[src/rtl/ccc_pkg.sv]
// ----------------------------------------------------------------------------
// Disc controller package
// Word types, codes and small helper functions.
// ----------------------------------------------------------------------------
package ccc_pkg;

	localparam int unsigned PARAM_DEPTH_DEF    = 16;
	localparam int unsigned RESPONSE_DEPTH_DEF = 16;

	typedef enum logic [1:0] {
		KIND_READ  = 2'd0,
		KIND_WRITE = 2'd1,
		KIND_EVENT = 2'd2,
		KIND_NONE  = 2'd3
	} kind_t;

	localparam logic [1:0] PORT_0 = 2'd0;
	localparam logic [1:0] PORT_1 = 2'd1;
	localparam logic [1:0] PORT_2 = 2'd2;
	localparam logic [1:0] PORT_3 = 2'd3;

	localparam logic [2:0] CAUSE_NONE = 3'd0;
	localparam logic [2:0] CAUSE_ACK  = 3'd3;
	localparam logic [2:0] CAUSE_DONE = 3'd2;
	localparam logic [2:0] CAUSE_ERR  = 3'd5;

	localparam logic [7:0] CMD_NOP    = 8'd1;
	localparam logic [7:0] CMD_SETLOC = 8'd2;
	localparam logic [7:0] CMD_INIT   = 8'd10;
	localparam logic [7:0] CMD_GETTN  = 8'd19;
	localparam logic [7:0] CMD_LAST   = 8'd30;

	localparam logic [16:0] DLY_ACK   = 17'd350;
	localparam logic [16:0] DLY_SHORT = 17'd750;
	localparam logic [16:0] DLY_SEEK  = 17'd1000;
	localparam logic [16:0] DLY_LONG  = 17'd2000;
	localparam logic [16:0] DLY_INIT  = 17'd120000;

	localparam logic [7:0] ERR_ARGS  = 8'h20;
	localparam logic [7:0] ERR_CMD   = 8'h40;
	localparam logic [7:0] ERR_SEEK  = 8'h10;
	localparam logic [7:0] CAUSE_OR  = 8'he0;
	localparam logic [7:0] ACK_A     = 8'h07;
	localparam logic [7:0] ACK_B     = 8'h1f;

	localparam logic [1:0] REG_TRACK_COUNT = 2'd0;

	typedef struct packed {
		logic [1:0] command;
		logic [1:0] port;
		logic [7:0] write_data;
		logic       lid_open;
	} in_word_t;

	typedef struct packed {
		logic [7:0]  read_data;
		logic        irq_pulse;
		logic [16:0] event_delay_us;
		logic        unsupported_access;
	} out_word_t;

	typedef struct packed {
		logic       fixed;
		logic [1:0] count;
	} arg_info_t;

	function automatic arg_info_t arg_info(input logic [4:0] cmd);
		arg_info_t r;
		r = '{fixed: 1'b1, count: 2'd0};
		case (cmd)
			5'd2:  r.count = 2'd3;
			5'd3:  r.fixed = 1'b0;
			5'd13: r.count = 2'd2;
			5'd14: r.count = 2'd1;
			5'd18: r.count = 2'd1;
			5'd20: r.count = 2'd1;
			5'd25: r.fixed = 1'b0;
			default: r.count = 2'd0;
		endcase
		return r;
	endfunction

	function automatic logic [7:0] to_bcd(input logic [6:0] t);
		logic [17:0] p;
		logic [3:0]  tens;
		logic [6:0]  rem;
		p    = 18'(t) * 18'd205;
		tens = p[14:11];
		rem  = t - 7'(tens) * 7'd10;
		return {tens, rem[3:0]};
	endfunction

	function automatic logic bcd_ok(input logic [7:0] v);
		return (v[3:0] <= 4'd9) && (v[7:4] <= 4'd9);
	endfunction

	function automatic logic [6:0] bcd_val(input logic [7:0] v);
		return 7'(v[7:4]) * 7'd10 + 7'(v[3:0]);
	endfunction

endpackage

[src/rtl/cdrom_command_controller_core.sv]
// ----------------------------------------------------------------------------
// Disc controller core
// Four byte ports with bank select, parameter and response FIFOs and
// command stepping driven by scheduled-event words.
// ----------------------------------------------------------------------------
// Usage:
//  in_valid/in_ready carry one word per bus access or elapsed event;
//  out_valid/out_ready return exactly one result word for each.
//  The word is decoded, the state updated and the result loaded into the
//  output register at the accepting edge.
//  Throughput is one word per cycle: in_ready stays high while the output
//  register is empty or being drained in the same cycle.
//  When the receiver stalls, the result is held and in_ready drops until
//  it is taken.
//  The APB port holds track_count at address 0; writes land when psel,
//  penable and pwrite are high, pready is tied high.
//  Reset clears all control state; track_count returns to 1, no result
//  is pending and in_ready is high as soon as reset is released.
// ----------------------------------------------------------------------------
module cdrom_command_controller_core #(
	parameter int unsigned PARAM_DEPTH    = ccc_pkg::PARAM_DEPTH_DEF,
	parameter int unsigned RESPONSE_DEPTH = ccc_pkg::RESPONSE_DEPTH_DEF
) (
	input  logic               clk,
	input  logic               arst_n,
	input  logic               in_valid,
	output logic               in_ready,
	input  ccc_pkg::in_word_t  in_word,
	output logic               out_valid,
	input  logic               out_ready,
	output ccc_pkg::out_word_t out_word,
	input  logic               psel,
	input  logic               penable,
	input  logic               pwrite,
	input  logic [1:0]         paddr,
	input  logic [31:0]        pwdata,
	output logic [31:0]        prdata,
	output logic               pready
);

	localparam int unsigned PCW = $clog2(PARAM_DEPTH + 1);
	localparam int unsigned RCW = $clog2(RESPONSE_DEPTH + 1);

	logic [6:0]     track_q;
	logic [1:0]     bank_q, bank_d;
	logic [7:0]     par_q [3], par_d [3];
	logic [PCW-1:0] pcnt_q, pcnt_d;
	logic [7:0]     resp_q [3], resp_d [3];
	logic [RCW-1:0] rcnt_q, rcnt_d;
	logic [RCW-1:0] rpos_q, rpos_d;
	logic [2:0]     cause_q, cause_d;
	logic [1:0]     step_q, step_d;
	logic [7:0]     act_q, act_d;
	logic           argerr_q, argerr_d;
	logic           motor_q, motor_d;
	logic           lidw_q, lidw_d;
	logic           ackr_q, ackr_d;
	logic           ackw_q, ackw_d;

	ccc_pkg::out_word_t res;
	logic               accept;
	logic               run;
	logic               lidw;
	logic [7:0]         status;
	logic [7:0]         rbyte;
	ccc_pkg::arg_info_t ai;
	logic               loc_ok;

	assign accept   = in_valid & in_ready;
	assign in_ready = ~out_valid | out_ready;
	assign pready   = 1'b1;
	assign prdata   = {25'd0, track_q};

	always_ff @(posedge clk or negedge arst_n) begin
		if (!arst_n) begin
			track_q <= 7'd1;
		end else if (psel && penable && pwrite && paddr[1:0] == ccc_pkg::REG_TRACK_COUNT) begin
			track_q <= pwdata[6:0];
		end
	end

	always_comb begin
		case (rpos_q[1:0])
			2'd0:    rbyte = resp_q[0];
			2'd1:    rbyte = resp_q[1];
			default: rbyte = resp_q[2];
		endcase
	end

	assign ai     = ccc_pkg::arg_info(in_word.write_data[4:0]);
	assign loc_ok = ccc_pkg::bcd_ok(par_q[0]) && ccc_pkg::bcd_ok(par_q[1])
		&& ccc_pkg::bcd_ok(par_q[2]) && ccc_pkg::bcd_val(par_q[1]) < 7'd60
		&& ccc_pkg::bcd_val(par_q[2]) < 7'd75;
	assign lidw   = lidw_q | in_word.lid_open;
	assign status = {3'd0, lidw, 2'd0, motor_q & ~in_word.lid_open, 1'b0};

	always_comb begin
		bank_d   = bank_q;
		par_d    = par_q;
		pcnt_d   = pcnt_q;
		resp_d   = resp_q;
		rcnt_d   = rcnt_q;
		rpos_d   = rpos_q;
		cause_d  = cause_q;
		step_d   = step_q;
		act_d    = act_q;
		argerr_d = argerr_q;
		motor_d  = motor_q;
		lidw_d   = lidw;
		ackr_d   = ackr_q;
		ackw_d   = ackw_q;
		res      = '0;
		run      = 1'b0;
		case (ccc_pkg::kind_t'(in_word.command))
			ccc_pkg::KIND_READ: begin
				case (in_word.port)
					ccc_pkg::PORT_0: begin
						res.read_data = {6'd0, bank_q};
						if (pcnt_q == '0) res.read_data[3] = 1'b1;
						if (pcnt_q < PCW'(PARAM_DEPTH)) res.read_data[4] = 1'b1;
						if (rpos_q < rcnt_q) res.read_data[5] = 1'b1;
					end
					ccc_pkg::PORT_1: begin
						if (rpos_q < rcnt_q) begin
							res.read_data = rbyte;
							rpos_d = rpos_q + 1'b1;
						end
					end
					ccc_pkg::PORT_3: begin
						if (!bank_q[0]) begin
							res.unsupported_access = 1'b1;
						end else begin
							res.read_data = ccc_pkg::CAUSE_OR | {5'd0, cause_q};
							cause_d = ccc_pkg::CAUSE_NONE;
						end
					end
					default: res.read_data = 8'd0;
				endcase
			end
			ccc_pkg::KIND_WRITE: begin
				case (in_word.port)
					ccc_pkg::PORT_0: bank_d = in_word.write_data[1:0];
					ccc_pkg::PORT_1: begin
						if (bank_q != 2'd0) begin
							res.unsupported_access = 1'b1;
						end else begin
							act_d = in_word.write_data;
							if (in_word.write_data > ccc_pkg::CMD_LAST) begin
								res.unsupported_access = 1'b1;
							end else if (ai.fixed && pcnt_q != PCW'(ai.count)) begin
								argerr_d = 1'b1;
								res.event_delay_us = ccc_pkg::DLY_SHORT;
							end else begin
								run = 1'b1;
							end
						end
					end
					ccc_pkg::PORT_2: begin
						if (bank_q == 2'd0) begin
							if (pcnt_q < PCW'(PARAM_DEPTH)) begin
								if (pcnt_q < PCW'(3)) par_d[pcnt_q[1:0]] = in_word.write_data;
								pcnt_d = pcnt_q + 1'b1;
							end
						end else if (bank_q == 2'd1) begin
							if (in_word.write_data != ccc_pkg::ACK_B) res.unsupported_access = 1'b1;
						end else begin
							res.unsupported_access = 1'b1;
						end
					end
					default: begin
						if (bank_q == 2'd1) begin
							if (in_word.write_data == ccc_pkg::ACK_A
									|| in_word.write_data == ccc_pkg::ACK_B) begin
								if (ackw_q) begin
									ackw_d = 1'b0;
									res.event_delay_us = ccc_pkg::DLY_ACK;
								end
								ackr_d = 1'b1;
							end else if (in_word.write_data[4:3] == 2'd0) begin
								res.unsupported_access = 1'b1;
							end
						end else begin
							res.unsupported_access = 1'b1;
						end
					end
				endcase
			end
			ccc_pkg::KIND_EVENT: begin
				if (argerr_q) begin
					argerr_d  = 1'b0;
					cause_d   = ccc_pkg::CAUSE_ERR;
					pcnt_d    = '0;
					act_d     = 8'd0;
					resp_d[0] = status | 8'd1;
					resp_d[1] = ccc_pkg::ERR_ARGS;
					rcnt_d    = RCW'(2);
					rpos_d    = '0;
					if (!in_word.lid_open) lidw_d = 1'b0;
					ackr_d    = 1'b0;
					res.irq_pulse = 1'b1;
				end else begin
					run = 1'b1;
				end
			end
			default: res = '0;
		endcase

		if (run) begin
			if (act_d == ccc_pkg::CMD_INIT) begin
				if (step_q == 2'd0) begin
					step_d  = 2'd1;
					motor_d = 1'b1;
					res.event_delay_us = ccc_pkg::DLY_LONG;
				end else if (step_q == 2'd1) begin
					cause_d   = ccc_pkg::CAUSE_ACK;
					step_d    = 2'd2;
					resp_d[0] = status;
					rcnt_d    = RCW'(1);
					rpos_d    = '0;
					if (!in_word.lid_open) lidw_d = 1'b0;
					ackr_d    = 1'b0;
					res.irq_pulse      = 1'b1;
					res.event_delay_us = ccc_pkg::DLY_INIT;
				end else if (step_q == 2'd2 && !ackr_q) begin
					ackw_d = 1'b1;
					step_d = 2'd3;
				end else begin
					cause_d   = ccc_pkg::CAUSE_DONE;
					step_d    = 2'd0;
					resp_d[0] = status;
					rcnt_d    = RCW'(1);
					rpos_d    = '0;
					if (!in_word.lid_open) lidw_d = 1'b0;
					act_d     = 8'd0;
					ackr_d    = 1'b0;
					res.irq_pulse = 1'b1;
				end
			end else if (step_q == 2'd0) begin
				step_d = 2'd1;
				if (act_d == ccc_pkg::CMD_SETLOC) res.event_delay_us = ccc_pkg::DLY_SEEK;
				else if (act_d == ccc_pkg::CMD_GETTN) res.event_delay_us = ccc_pkg::DLY_LONG;
				else res.event_delay_us = ccc_pkg::DLY_SHORT;
			end else if (step_q == 2'd1) begin
				rpos_d = '0;
				if (!in_word.lid_open) lidw_d = 1'b0;
				cause_d = ccc_pkg::CAUSE_ACK;
				if (act_d == ccc_pkg::CMD_NOP) begin
					resp_d[0] = status;
					rcnt_d    = RCW'(1);
				end else if (act_d == ccc_pkg::CMD_SETLOC) begin
					if (loc_ok) begin
						resp_d[0] = status;
						rcnt_d    = RCW'(1);
					end else begin
						resp_d[0] = status | 8'd1;
						resp_d[1] = ccc_pkg::ERR_SEEK;
						rcnt_d    = RCW'(2);
						cause_d   = ccc_pkg::CAUSE_ERR;
					end
				end else if (act_d == ccc_pkg::CMD_GETTN) begin
					resp_d[0] = status;
					resp_d[1] = 8'd1;
					resp_d[2] = ccc_pkg::to_bcd(track_q);
					rcnt_d    = RCW'(3);
				end else begin
					resp_d[0] = status | 8'd1;
					resp_d[1] = ccc_pkg::ERR_CMD;
					rcnt_d    = RCW'(2);
					cause_d   = ccc_pkg::CAUSE_ERR;
				end
				pcnt_d = '0;
				step_d = 2'd0;
				act_d  = 8'd0;
				ackr_d = 1'b0;
				res.irq_pulse = 1'b1;
			end
		end
	end

	always_ff @(posedge clk or negedge arst_n) begin
		if (!arst_n) begin
			bank_q   <= '0;
			pcnt_q   <= '0;
			rcnt_q   <= '0;
			rpos_q   <= '0;
			cause_q  <= ccc_pkg::CAUSE_NONE;
			step_q   <= '0;
			act_q    <= '0;
			argerr_q <= 1'b0;
			motor_q  <= 1'b0;
			lidw_q   <= 1'b0;
			ackr_q   <= 1'b0;
			ackw_q   <= 1'b0;
		end else if (accept) begin
			bank_q   <= bank_d;
			pcnt_q   <= pcnt_d;
			rcnt_q   <= rcnt_d;
			rpos_q   <= rpos_d;
			cause_q  <= cause_d;
			step_q   <= step_d;
			act_q    <= act_d;
			argerr_q <= argerr_d;
			motor_q  <= motor_d;
			lidw_q   <= lidw_d;
			ackr_q   <= ackr_d;
			ackw_q   <= ackw_d;
		end
	end

	always_ff @(posedge clk) begin
		if (accept) begin
			par_q    <= par_d;
			resp_q   <= resp_d;
			out_word <= res;
		end
	end

	always_ff @(posedge clk or negedge arst_n) begin
		if (!arst_n) begin
			out_valid <= 1'b0;
		end else if (accept) begin
			out_valid <= 1'b1;
		end else if (out_ready) begin
			out_valid <= 1'b0;
		end
	end

endmodule

[config.mk]
export PLATFORM = sky130hd
export DESIGN_NAME = cdrom_command_controller_core
export DESIGN_NICKNAME = d
export VERILOG_FILES = /design/src/rtl/ccc_pkg.sv /design/src/rtl/cdrom_command_controller_core.sv
export SDC_FILE = /design/constraint.sdc
export NUM_CORES = 1
export LEC_CHECK = 0
export ABC_AREA = 0
export BUFFER_PORTS_ARGS = -buffer_cell sky130_fd_sc_hd__buf_2
export CORE_AREA = 2 2 130 132
export DETAILED_ROUTE_END_ITERATION = 16
export DIE_AREA = 0 0 132 134
export PLACE_DENSITY = 0.67
export SLEW_MARGIN = 10
export SYNTH_ARGS = -nofsm -noshare
export SYNTH_HDL_FRONTEND = slang
export SYNTH_SLANG_ARGS = --single-unit
export TNS_END_PERCENT = 50
[constraint.sdc]
create_clock -name clk -period 14.19 [get_ports clk]
set_clock_uncertainty 0.1 [all_clocks]
set_input_delay 1.419 -clock clk [delete_from_list [all_inputs] [get_ports clk]]
set_output_delay 1.419 -clock clk [all_outputs]
set_load 0.05 [all_outputs]
==> impl_metrics.tcl, run 1 <==
set metrics [dict create \
    drtPass1Iterations 5 \
    syn_inst 704 \
    routabilityCongestion 0.881 \
    clk_pin_slew_ns 0.06 \
    io_buffer_count 61 \
    viasPerCell 5.39 \
    max_stage_delay_ns 0.51 \
    p_comb_share_pct 42.1 \
    crit_chain "ha_1 > ha_1 > fa_1 > inv_1 > fa_1 > inv_1 > ha_1 > a31o_2 > a21oi_1 > o21ai_0 > or2_2 > xor2_1 > ha_1 > inv_1 > fa_1 > xnor2_1 > xnor2_1 > xnor2_1" \
    synthMuxAreaShare_pct 2.19 \
    maxCapViolations 0 \
    leakage_nw 3.22 \
    dpl.cell_count 957 \
    clkPwrFrac_pct 21.5 \
    avgSynthCellArea_um2 10.2 \
    io_pins 116 \
    hpwl_um 11100 \
    synth_compound_area_share_pct 16.4 \
    wl_per_cell_um 15.3 \
    switching_power_mw 0.424 \
    synth_cell_types 82 \
    synth-simple-area-share_pct 15.8 \
    core-area_um2 16300 \
    globalRouteOverflowTotal 0 \
    final.period_utilization_pct 34.9 \
    synth_xor_xnor_area_share_pct 1.58 \
    finalHoldViolCount 0 \
    ys_seq_area_share_pct 42.1 \
    synth_adder_area_share_pct 13.9 \
    timing.critical_path.mode_cell "ha_1" \
    crit_path_end_kind "register" \
    ys_ff_latch 108 \
    grt_pass1_vias 5077 \
    cts_root_buf "clkbuf_16" \
    synthFlopType "edfxtp_1" \
    drive_above_1_share_pct 16.1 \
    antenna_found_initial 0 \
    slowest_stage "fa_1" \
    p_seq_share_pct 36.4 \
    first_iter_violations 321 \
    setup_violations 0 \
    via_count 5244 \
    path_delay_family "adder cells" \
    layout.nets 874 \
    min_path_type "register to register" \
    ys_warn_count 0 \
    fmax_ghz 0.202 \
    syn_area_um2 7190 \
    cts_setup_buffers 0 \
    path_buf_inv 3 \
    grt_pass1_wl_um 25400 \
    cp.arrival_ns 4.95 \
    filler_cell_count 1560 \
    fin_crit_ns 4.96 \
    status "completed" \
    rsz0062_at_grt "false" \
    route.detailed.drc 0 \
    power.internal_mw 0.721 \
    clk_path_buf_depth 2 \
    slew-limit-headroom_pct 31.4 \
    start_kind "register" \
    p_per_area_nw_per_um2 147 \
    async_reset_ff_share_pct 39.8 \
    design_area_um2 7810 \
    clkLatencyLatePin_ns 0.35 \
    place_area_um2 7530 \
    die_w_um 132 \
    syn_to_final_growth_pct 8.65 \
    critical_path_class "register to register" \
    ant_nets 0 \
    cp_max_fo 6 \
    die-area_um2 17700 \
    max-vdd-ir-drop_mv 0.112 \
    fin_tns_setup_ns 0 \
    power_mw 1.15 \
    worst_pin_slew_ns 1.03 \
    stdcell_count 973 \
    initial_utilization_pct 44.1 \
    grt_max_degree 44 \
    grt_use_total_pct 17.7 \
    diodes 0 \
    cts_tree "built" \
    cts_buffers 9 \
    cts-htree-levels 3 \
    die_h_um 134 \
    swShare_pct 37.0 \
    cts_resized 0 \
    final_max_slew_viol_count 0 \
    place_worst_setup_slack_ns 9.21 \
    synth_edf_count 65 \
    fin_util_pct 48.0 \
    num_rows 47 \
    wl_um 14900 \
    fin_ws_ns 9.23 \
    crit_required_ns 14.19 \
    holdBufCountCts 0 \
    whs_ns 0.397 \
    synth_top_family_by_area "compound AO/OA/AOI/OAI gates" \
    cts_sinks 108 \
]
==> cells in the mapped netlist (16+ instances only) <==
library cell | number | area [um2]
a21oi_1 | 32 | 160
a22oi_1 | 17 | 128
buf_4 | 33 | 248
clkbuf_1 | 16 | 60.1
dfrtp_1 | 42 | 1050
edfxtp_1 | 65 | 1950
ha_1 | 59 | 738
inv_1 | 52 | 195
nand2_1 | 60 | 225
nor2_1 | 48 | 180
nor3_1 | 16 | 80.1
o21ai_0 | 40 | 200
==> layer usage <==
layer / vias up / GRT usage (%) / wire, um
li1: 2578 / - / -
met1: 2498 / 23.2 / 6720
met2: 144 / 30.1 / 7190
met3: 24 / 2.76 / 680
met4: 0 / 5.86 / 282
met5: - / 0 / 0
==> path summary, 6_finish.rpt <==
| path | startpoint | to | cells after the start | slack [ns] |
|---|---|---|---|---|
| setup / recovery | track_q[4] | resp_q[3] | 18 | 9.23 |
| hold / removal | rcnt_q[3] | rcnt_q[3] | 2 | 0.40 |
| setup reg to reg | track_q[4] | resp_q[3] | 18 | 9.23 |
| hold reg to reg | rcnt_q[3] | rcnt_q[3] | 2 | 0.40 |
| max in group asynchronous | arst_n | act_q[5] | 1 | 12.20 |
| min in group asynchronous | arst_n | pcnt_q[0] | 1 | 1.15 |
==> cells in the final DEF (no fill, tap or decap), types with 6 or more instances in the layout <==
| master | netlist | routed |
|---|---|---|
| dfrtp_1 | 42 | 42 |
| clkbuf_16 | 0 | 9 |
| nand3_1 | 13 | 13 |
| a31oi_1 | 6 | 6 |
| xor2_1 | 7 | 7 |
| nor2_1 | 48 | 48 |
| and2_1 | 14 | 14 |
| a211oi_1 | 9 | 9 |
| nand2b_1 | 12 | 12 |
| nor3_1 | 16 | 16 |
| conb_1 | 2 | 29 |
| a22oi_1 | 17 | 17 |
| nand4_1 | 6 | 6 |
| edfxtp_1 | 65 | 65 |
| mux2_2 | 14 | 14 |
| or2_2 | 7 | 7 |
| o21ai_0 | 40 | 40 |
| buf_2 | 4 | 61 |
| xnor2_1 | 6 | 6 |
| a21oi_1 | 32 | 32 |
| inv_1 | 52 | 52 |
| ha_1 | 59 | 59 |
| nand2_1 | 60 | 60 |
| fa_1 | 13 | 13 |
==> worst min-delay path, cell delays in order, from the launching register on <==
cell and delay [ns]:
dfrtp_1 0.32, inv_1 0.05, nor2_1 0.09
==> power groups by stage <==
stage / clock [mW] / combinational [mW] / sequential, mW
floorplan: 0 / 0.363 / 0.443
global placement: 0 / 0.474 / 0.423
detailed placement: 0 / 0.486 / 0.423
CTS: 0.251 / 0.489 / 0.417
global route: 0.262 / 0.561 / 0.422
finish: 0.246 / 0.482 / 0.417
==> final cells by class <==
cell class	count	area [um2]	share of cell area, %
well taps	220	275	3.52
clock inverters	4	50.0	0.641
clock buffers	12	236	3.03
multi-input cells	512	3690	47.3
flip-flops and latches	108	3030	38.8
repair buffers	64	328	4.20
inverters	53	199	2.55
==> state kept, by name (all words and copies together), names as in the netlist <==
signal / flops
argerr_q: 1
act_q: 8
out_valid: 1
step_q: 2
pcnt_q: 5
out_word: 20
lidw_q: 1
bank_q: 2
rpos_q: 5
motor_q: 1
par_q: 21
ackw_q: 1
rcnt_q: 5
resp_q: 24
ackr_q: 1
cause_q: 3
track_q: 7
==> cell families after synthesis <==
kind of cell / after synthesis
xor+xnor: 13
other cells: 2
fa+ha+maj: 72
compound gates: 169
simple gates: 215
mux: 14
buf+inv: 111
flops: 108
Note: power is estimated with default switching activity, not from simulation.
==> inputs of run 2 (changes only) <==
Settings changed: PLACE_DENSITY 0.67 to 0.69.
Clock period 14.19 ns to 4 ns, I/O delays scaled along.
==> impl_metrics.tcl, run 2 (synthesis gave the netlist of run 1 again) <==
set metrics [dict create \
    largest_register_ff_count 24 \
    grt_max_degree 44 \
    violations "setup timing" \
    final_common_cell "edfxtp_1" \
    status "finished, violations left" \
    maxCapViolations 0 \
    place_area_um2 7840 \
    finalHoldViolCount 0 \
    slowest_stage "dfrtp_4" \
    cp.arrival_ns 4.47 \
    holdBufCountCts 0 \
    globalRouteOverflowTotal 0 \
    max-vdd-ir-drop_mv 0.437 \
    p_per_area_nw_per_um2 547 \
    grt_use_total_pct 18.6 \
    grt_pass1_vias 5229 \
    crit_chain "ha_4 > ha_4 > fa_1 > inv_1 > fa_1 > inv_1 > ha_1 > a31o_2 > a21oi_2 > o21ai_2 > or2_4 > xor2_2 > ha_2 > inv_2 > fa_2 > xnor2_2 > xnor2_1 > xnor2_1" \
    via_count 5379 \
    final.period_utilization_pct 111 \
    diodes 0 \
    io_pins 116 \
    worst_pin_slew_ns 0.652 \
    wl_um 15700 \
    setup_violations 2 \
    die_w_um 132 \
    fin_ws_ns -0.456 \
    cts_buffers 9 \
    start_kind "register" \
    power_mw 4.46 \
    io_buffer_count 61 \
    routabilityCongestion 0.856 \
    clkLatencyLatePin_ns 0.36 \
    ant_nets 0 \
    first_iter_violations 356 \
    design_area_um2 8150 \
    drive_above_1_share_pct 22.9 \
    cts_root_buf "clkbuf_16" \
    grt_pass1_wl_um 26400 \
    rsz0062_at_grt "true" \
    path_delay_family "adder cells" \
    core-area_um2 16300 \
    wl_per_cell_um 15.7 \
    critical_path_class "register to register" \
    final_max_slew_viol_count 0 \
    regMostFlops "resp_q" \
    fin_crit_ns 4.46 \
    leakage_nw 3.37 \
    cts-htree-levels 3 \
    r2r-start "track_q[4]" \
    viasPerCell 5.37 \
    min_path_type "input pin to asynchronous set/reset pin" \
    crit_path_end_kind "register" \
    layout.nets 902 \
    max_stage_delay_ns 0.52 \
    layout_common_cells "edfxtp_1 (65), buf_2 (61), nand2_1 (60)" \
    slew-limit-headroom_pct 55.4 \
    drtPass1Iterations 5 \
    clk_pin_slew_ns 0.08 \
    syn_to_final_growth_pct 13.3 \
    route.detailed.drc 0 \
    critPathLaunch "track_q[4]" \
    num_rows 47 \
    crit_required_ns 4.01 \
    cp_max_fo 4 \
    die-area_um2 17700 \
    fmax_ghz 0.224 \
    die_h_um 134 \
    clk_path_buf_depth 2 \
    top_regs "resp_q (24), par_q (21), out_word (20)" \
    path_buf_inv 3 \
    hpwl_um 11700 \
    cts_sinks 108 \
    antenna_found_initial 0 \
    initial_utilization_pct 44.1 \
    cts_tree "built" \
]
==> run 2: where the power goes <==
part	total [mW]	leakage, nW	internal (mW)	switching, mW
Sequential	1.47	1.13	1.37	0.104
Combinational	2.11	2.10	0.960	1.15
Clock	0.869	0.138	0.432	0.437
Total	4.46	3.37	2.76	1.69
==> run 2: layout make-up <==
type / instances / area (um2)
inverters: 53 / 199
clock inverters: 7 / 58.8
multi-input cells: 512 / 3810
repair buffers: 92 / 538
fillers: 1476 / 8140
well taps: 220 / 275
clock buffers: 9 / 225
flip-flops and latches: 108 / 3040
==> run 2: routing by layer <==
layer,up-vias,track usage (%),share of wire [%]
li1,2637,-,-
met3,17,2.80,4.2
met5,-,0,0
met1,2595,23.7,45
met2,130,32.2,49
met4,0,6.70,1.9
==> run 2: final timing paths <==
| path | end | slack (ns) | cells past startpoint |
|---|---|---|---|
| max | resp_q[3] | -0.46 | 18 |
| max reg2reg | resp_q[3] | -0.46 | 18 |
| min in group clk | out_valid | 0.14 | 2 |
| min reg2reg | motor_q | 0.39 | 1 |
| min | pcnt_q[2] | 0.02 | 2 |
| max in group asynchronous | track_q[4] | 3.33 | 2 |
==> run 2: what timing repair did <==
item	CTS	global route
pin swaps	5	5
endpoints found under the setup margin	2	2
resized for setup	2	4
setup buffers	0	0
==> run 2: per-stage QoR <==
stage | instances | setup TNS (ns) | util, % | setup WS (ns) | hold slack (ns)
detailed placement | 985 | -0.709 | 48.1 | -0.545 | 0.374
floorplan | 731 | -0.644 | - | -0.493 | 0.00441
finish | 1001 | -0.580 | 50.0 | -0.456 | 0.0226
global placement | 985 | -0.505 | 48.1 | -0.411 | 0.365
global route | 1001 | -0.821 | 50.0 | -0.599 | 0.0911
CTS | 1001 | -0.606 | 49.9 | -0.480 | 0.0467
